<file path="config.mk">
export PLATFORM = sky130hd
export DESIGN_NAME = mqt_front
export DESIGN_NICKNAME = d
export VERILOG_FILES = /design/src/rtl/mqt_pkg.sv /design/src/rtl/mqt_front.sv
export SDC_FILE = /design/constraint.sdc
export NUM_CORES = 1
export LEC_CHECK = 0
export ABC_AREA = 1
export BUFFER_PORTS_ARGS = -buffer_cell sky130_fd_sc_hd__buf_2
export CELL_PAD_IN_SITES_DETAIL_PLACEMENT = 0
export CELL_PAD_IN_SITES_GLOBAL_PLACEMENT = 1
export CORE_AREA = 2 2 276 278
export DETAILED_ROUTE_END_ITERATION = 12
export DIE_AREA = 0 0 278 280
export HOLD_SLACK_MARGIN = 0.12
export PLACE_DENSITY_LB_ADDON = 0.1
export SLEW_MARGIN = 25
export SYNTH_ARGS = -nofsm -noshare
export SYNTH_HDL_FRONTEND = slang
export SYNTH_SLANG_ARGS = --single-unit
</file>
<file path="constraint.sdc">
create_clock -name clk -period 23.8 [get_ports clk]
set_input_delay 1.19 -clock clk [delete_from_list [all_inputs] [get_ports clk]]
set_output_delay 1.19 -clock clk [all_outputs]
set_load 0.02 [all_outputs]
</file>
<file path="src/rtl/mqt_pkg.sv">
// ----------------------------------------------------------------------------
// mqt_pkg
// Shared types and constants of the message queue with timer table.
// ----------------------------------------------------------------------------
`default_nettype none

package mqt_pkg;

  localparam int MSG_DEPTH   = 16;
  localparam int TIMER_DEPTH = 16;

  localparam int MAW = $clog2(MSG_DEPTH);
  localparam int MCW = $clog2(MSG_DEPTH + 1);
  localparam int TAW = $clog2(TIMER_DEPTH);
  localparam int TCW = $clog2(TIMER_DEPTH + 1);

  localparam int TICKS_W = 62;
  localparam int EXP_W   = 63;
  localparam int PROD_W  = 46;

  localparam logic [13:0] TICKS_PER_MS = 14'd10000;
  localparam logic [31:0] CODE_QUIT    = 32'h0000_0012;
  localparam logic [31:0] CODE_TIMER   = 32'h0000_0113;

  localparam logic [2:0] OPC_POST  = 3'd0;
  localparam logic [2:0] OPC_QUIT  = 3'd1;
  localparam logic [2:0] OPC_SET   = 3'd2;
  localparam logic [2:0] OPC_KILL  = 3'd3;
  localparam logic [2:0] OPC_GET   = 3'd4;

  localparam logic [1:0] SRC_NONE   = 2'd0;
  localparam logic [1:0] SRC_POSTED = 2'd1;
  localparam logic [1:0] SRC_QUIT   = 2'd2;
  localparam logic [1:0] SRC_TIMER  = 2'd3;

  typedef enum logic [2:0] {
    OPK_POST,
    OPK_QUIT,
    OPK_SET,
    OPK_KILL,
    OPK_GET,
    OPK_NOP
  } op_kind_t;

  typedef enum logic [3:0] {
    S_IDLE,
    S_FIND,
    S_REMOVE,
    S_MUL,
    S_ADD,
    S_INS,
    S_GET_SCAN,
    S_FIFO_RD,
    S_DONE
  } back_state_t;

  typedef struct packed {
    op_kind_t             kind;
    logic [31:0]          window;
    logic [31:0]          msg_code;
    logic [31:0]          word_param;
    logic [31:0]          long_param;
    logic [31:0]          exit_code;
    logic [31:0]          timer_id;
    logic [31:0]          period_ms;
    logic [31:0]          timer_tag;
    logic [TICKS_W-1:0]   now_ticks;
    logic [31:0]          now_ms;
  } cmd_t;

  typedef struct packed {
    logic [31:0] window;
    logic [31:0] code;
    logic [31:0] word;
    logic [31:0] lng;
    logic [31:0] stamp;
  } posted_t;

  typedef struct packed {
    logic [31:0]      window;
    logic [31:0]      id;
    logic [31:0]      period;
    logic [31:0]      tag;
    logic [EXP_W-1:0] expiry;
  } timer_t;

  typedef struct packed {
    logic        ok;
    logic [1:0]  source;
    logic [31:0] window;
    logic [31:0] code;
    logic [31:0] word;
    logic [31:0] lng;
    logic [31:0] stamp;
  } res_t;

endpackage

`default_nettype wire

</file>
<file path="src/rtl/mqt_front.sv">
// ----------------------------------------------------------------------------
// mqt_front
// Accepts input transactions, decodes the op and queues up to two commands.
// ----------------------------------------------------------------------------
`default_nettype none

module mqt_front (
  input  wire logic                    clk,
  input  wire logic                    rst_n,
  input  wire logic                    in_valid,
  output logic                         in_ready,
  input  wire logic [2:0]              in_op,
  input  wire logic [31:0]             in_window,
  input  wire logic [31:0]             in_msg_code,
  input  wire logic [31:0]             in_word_param,
  input  wire logic [31:0]             in_long_param,
  input  wire logic [31:0]             in_exit_code,
  input  wire logic [31:0]             in_timer_id,
  input  wire logic [31:0]             in_period_ms,
  input  wire logic [31:0]             in_timer_tag,
  input  wire logic [61:0]             in_now_ticks,
  input  wire logic [31:0]             in_now_ms,
  output logic                         cmd_valid,
  input  wire logic                    cmd_ready,
  output mqt_pkg::cmd_t                cmd
);

  import mqt_pkg::*;

  cmd_t       q_r [2];
  logic       wr_ptr_r, rd_ptr_r;
  logic [1:0] cnt_r;
  logic       push, pop;
  cmd_t       dec;

  function automatic op_kind_t classify(input logic [2:0] opc);
    op_kind_t k;
    unique case (opc)
      OPC_POST: k = OPK_POST;
      OPC_QUIT: k = OPK_QUIT;
      OPC_SET:  k = OPK_SET;
      OPC_KILL: k = OPK_KILL;
      OPC_GET:  k = OPK_GET;
      default:  k = OPK_NOP;
    endcase
    return k;
  endfunction

  assign in_ready  = (cnt_r != 2'd2);
  assign cmd_valid = (cnt_r != 2'd0);
  assign cmd       = q_r[rd_ptr_r];
  assign push      = in_valid && in_ready;
  assign pop       = cmd_valid && cmd_ready;

  always_comb begin
    dec.kind       = classify(in_op);
    dec.window     = in_window;
    dec.msg_code   = in_msg_code;
    dec.word_param = in_word_param;
    dec.long_param = in_long_param;
    dec.exit_code  = in_exit_code;
    dec.timer_id   = in_timer_id;
    dec.period_ms  = in_period_ms;
    dec.timer_tag  = in_timer_tag;
    dec.now_ticks  = in_now_ticks;
    dec.now_ms     = in_now_ms;
  end

  always_ff @(posedge clk) begin
    if (push) begin
      q_r[wr_ptr_r] <= dec;
    end
  end

  always_ff @(posedge clk) begin
    if (!rst_n) begin
      wr_ptr_r <= 1'b0;
      rd_ptr_r <= 1'b0;
      cnt_r    <= 2'd0;
    end else begin
      if (push) begin
        wr_ptr_r <= ~wr_ptr_r;
      end
      if (pop) begin
        rd_ptr_r <= ~rd_ptr_r;
      end
      if (push && !pop) begin
        cnt_r <= cnt_r + 2'd1;
      end else if (pop && !push) begin
        cnt_r <= cnt_r - 2'd1;
      end
    end
  end

endmodule

`default_nettype wire

</file>
Word level (Yosys, flattened, before mapping) --
Memory sizes are Yosys's and may differ from the RTL's. A register that Yosys moved wholly into a read port is not among the register bits. Index checks and enable logic that the tools add are counted. W data, S select, Z words.
Word-level totals: bits in registers 4, bits in writable memories 706, bits of input ports 357, memories kept 1
Memory list:
- q_r | words 2, bits a word 353, read ports 1, clocked after memory_dff 1, write ports 1, line mqt_front.sv:30 | cmd_t q_r [2];
Operators by class: $add $sub $neg 2, eq/ne operators 5, multiplexer cells 7, bitwise gates (word level) 2, reductions and logical operators 9
Operator list (number):
- $pmux W3 S5 | 1
- $eq A3 B2 Y1 const B | 2
- $logic_and A1 B1 Y1 | 4
- $mux W1 | 4
- $mux W2 | 2
- $reduce_bool A2 Y1 | 2
- $eq A3 B1 Y1 const B | 1
- $eq A3 B3 Y1 const B | 1
- $logic_not A3 Y1 | 1
- $add A2 B1 Y2 const B | 1
- $logic_not A1 Y1 | 2
- $ne A2 B2 Y1 const B | 1
- $not A1 Y1 | 2
- $sub A2 B1 Y2 const B | 1

Logic depth before layout (Yosys ltp) --
depth after elaboration 6, gate-level depth with buffers 11

Worst setup path after synthesis --
Ideal clock, no wire load.
path type input-to-reg, start point input port in_valid, end point memory q_r[0][0] (netlist bit) (enable), data arrival time 15895 ps, required time 22724 ps, path slack 6829 ps, cell stages on the path 2, path through nand2_1 -> nor2_1
On the way: word-level cells in the longest chain between the ends 3
RTL lines:
- from (decl) | line mqt_front.sv:10 | input wire logic in_valid,
- $logic_and A1 B1 Y1 | line mqt_front.sv:52 | assign push = in_valid && in_ready;
- $mux W1 | line mqt_front.sv:70 | if (push) begin
- $mux W1 (not written as such) | line mqt_front.sv:71 | q_r[wr_ptr_r] <= dec;
- to (decl) | line mqt_front.sv:30
No other way between the ends.

==> impl_metrics.env <==
export IMPL_cts_buffers=77
export IMPL_crit_chain="buf_4 > buf_4 > buf_4 > mux2_2 > buf_2"
export IMPL_groute_usage_overall_pct=16.4
export IMPL_nFillCells=6676
export IMPL_grt_use_met2_pct=28.8
export IMPL_finalSetupTns_ps=0
export IMPL_die_h_um=280
export IMPL_initial_core_util_pct=35.1
export IMPL_outcome="completed"
export IMPL_synth_fp_nets=1497
export IMPL_grt_met1_usage_pct=17.3
export IMPL_cp_top_family="buffers and inverters"
export IMPL_synth_xor_area_share_pct=0
export IMPL_clk_pin_slew_ps=60
export IMPL_drc=0
export IMPL_globalRouteMet3Util_pct=6.57
export IMPL_avgRoutedWirePerCell_um=22.5
export IMPL_crit_required_ps=22610
export IMPL_synth_top_area_share_pct=80.3
export IMPL_gr_total_overflow=0
export IMPL_dp_hpwl_mm=47.3
export IMPL_dieArea_sq_mm=0.0778
export IMPL_routabilityCongestion=0.814
export IMPL_hp_class="reg2reg"
export IMPL_cp_slowest_cell="dfxtp_4"
export IMPL_via_per_inst=4.49
export IMPL_cap_violations=0
export IMPL_critPathMostFrequentCell="buf_4"
export IMPL_min_period_over_period_pct=24.8
export IMPL_yosysSeqAreaShare_pct=80.7
export IMPL_slew_headroom_pct=32.7
export IMPL_grt_busiest_layer="met2"
export IMPL_utilization_pct=44.5
export IMPL_startpoint_type="flip-flop"
export IMPL_nNetsFinal=2262
export IMPL_cp_num_buf_inv=4
export IMPL_ff_latch_area_sq_mm=0.0213
export IMPL_powerDensity_mw_per_mm2=111
export IMPL_clock_path_buffers=3
export IMPL_tightest_slew_ps=1010
export IMPL_worst_clock_skew_ps=22.9
export IMPL_wl_mm=66.7
export IMPL_drtAntennaViolNets=0
export IMPL_io_pins=712
export IMPL_synth_commonest_cells="706 x edfxtp_1, 183 x mux2_2, 170 x mux2_4"
export IMPL_worstPathMaxFanout=61
export IMPL_setup_worst_path_class="reg2out"
export IMPL_post_cts_buffers=0
export IMPL_hold_viol=0
export IMPL_yosysMostFrequentCell="edfxtp_1"
export IMPL_cts_tree="done"
export IMPL_root_buffer="clkbuf_16"
export IMPL_cp_slowest_stage_delay_ps=930
export IMPL_grt_first_pass_wirelength_mm=92.8
export IMPL_yosysTopAreaCell="edfxtp_1"
export IMPL_synth_edff_count=706
export IMPL_async_flop_share_pct=0
export IMPL_yosysWarnings=0
export IMPL_synth_top_family_by_area="multiplexers"
export IMPL_grt_pass1_vias=14000
export IMPL_die_w_um=278
export IMPL_syn_area_sq_mm=0.0264
export IMPL_ir_worst_vdd_v=0.0000632
export IMPL_clkSinkCount=711
export IMPL_drive_gt1_share_pct=60.5
export IMPL_grt_max_degree=162
export IMPL_antenna_found_initial=43
export IMPL_multi_input_area_sq_mm=0.00475
export IMPL_clock_fmax_ghz=0.169
export IMPL_port_buffers=711
export IMPL_cp_end_kind="output pin"
export IMPL_drtIter0Drc=738
export IMPL_num_rows=101
export IMPL_coreArea_sq_mm=0.0752
export IMPL_cts_hold_fix_buffers=0
export IMPL_p_leak_nw=12.7
export IMPL_cts_resized=0
export IMPL_crit_arrival_ps=4720
export IMPL_setup_violations=0
export IMPL_rsz0062_at_grt="no"
export IMPL_ys_types=18
export IMPL_synthAdderAreaFrac_pct=0.0474
export IMPL_netlist_instances=1139
export IMPL_synth_area_leaders="edfxtp_1 80%, mux2_4 9.7%, mux2_2 7.8%"
export IMPL_avgSynthCellArea_sq_um=23.2
export IMPL_muxShareOfSynthArea_pct=17.5
export IMPL_insertion_delay_ps=600
export IMPL_fin_crit_ps=5910
export IMPL_dr_total_vias=13300
export IMPL_area_growth_synth_to_final_pct=26.9
export IMPL_maxSlewViolCount=0
export IMPL_synth_compound_area_share_pct=0.114
export IMPL_synth_ff_type="edfxtp_1"
export IMPL_synthSimpleGateAreaFrac_pct=0.299
export IMPL_dr_pass1_iters=5
export IMPL_htree_levels=3
export IMPL_ys_ff_latch=711
[state kept, by name, summed over array words and instances, names as in the netlist, named ones only]
signal	cells
q_r	706
rd_ptr_r	1
wr_ptr_r	1
cnt_r	2
[cell families (layout without fill, tap and decap cells)]
family | Yosys count | count (layout)
adder cells (fa/ha/maj) | 1 | 1
buffers and inverters | 49 | 874
AO/OA/AOI/OAI | 5 | 5
flip-flops | 711 | 711
other | 0 | 18
AND/OR/NAND/NOR | 20 | 20
multiplexers | 353 | 353
[stage by stage]
step / hold slack (ps) / area, sq um / setup slack [ps] / std cells / total power, mW
6_report: 508 / 33500 / 17890 / 2960 / 3.72
5_1_grt: 563 / 33500 / 17590 / 2957 / 3.87
4_1_cts: 517 / 33400 / 17700 / 2940 / 3.78
3_5_place_dp: 501 / 31000 / 18370 / 2801 / 2.63
3_3_place_gp: 483 / 31000 / 18430 / 2801 / 2.63
2_1_floorplan: 467 / 26400 / 6830 / 1139 / 2.41
[worst min-delay path: cells and delay by family (launching register included)]
family	cells	cell delay, ps
flops	1	330
simple gates	2	150
[area by class of cell]
cell class,instances,share of cell area (%)
antenna,18,0.134
clock buffer,94,6.07
clock inverter,45,1.09
inverter,9,0.101
multi-input combinational,379,14.2
sequential,711,63.6
tap,978,3.65
timing repair buffer,726,11.2
[metal layers]
layer  wire length, um  up-vias  share of wire [%]
met5               250        -               0.37
met4              2250       40                3.4
met3              5770      152                8.6
met2             34900      452                 52
met1             23600     6520                 35
li1                  -     6113                  -
[worst paths after layout]
check / from / endpoint / slack, ps / cells past startpoint
setup / recovery: flip-flop / cmd[157] / 17890 / 5
hold / removal: rd_ptr_r / rd_ptr_r / 510 / 2
setup reg to reg: cnt_r[0] / q_r[0][319] / 19860 / 7
hold reg to reg: rd_ptr_r / rd_ptr_r / 510 / 2
[power breakdown]
part	switching [mW]	internal, mW	leakage [nW]	total, mW
Clock	0.475	0.654	1.16	1.13
Combinational	0.578	0.374	4.89	0.953
Sequential	0.0500	1.58	6.63	1.63
Total	1.10	2.61	12.7	3.72
[placed cells by master (no fill, tap or decap), types with 3 or more instances in the layout]
cell / instances
bufinv_16: 4
inv_1: 9
buf_4: 8
clkbuf_1: 15
buf_6: 3
clkinv_4: 4
buf_12: 3
clkinvlp_4: 4
clkinv_2: 10
dfxtp_1: 4
mux2_2: 183
nor2_1: 7
edfxtp_1: 706
clkinv_1: 18
diode_2: 18
mux2_4: 170
buf_2: 711
nand2_1: 9
clkbuf_16: 79
(Power assumes the default switching activity.)
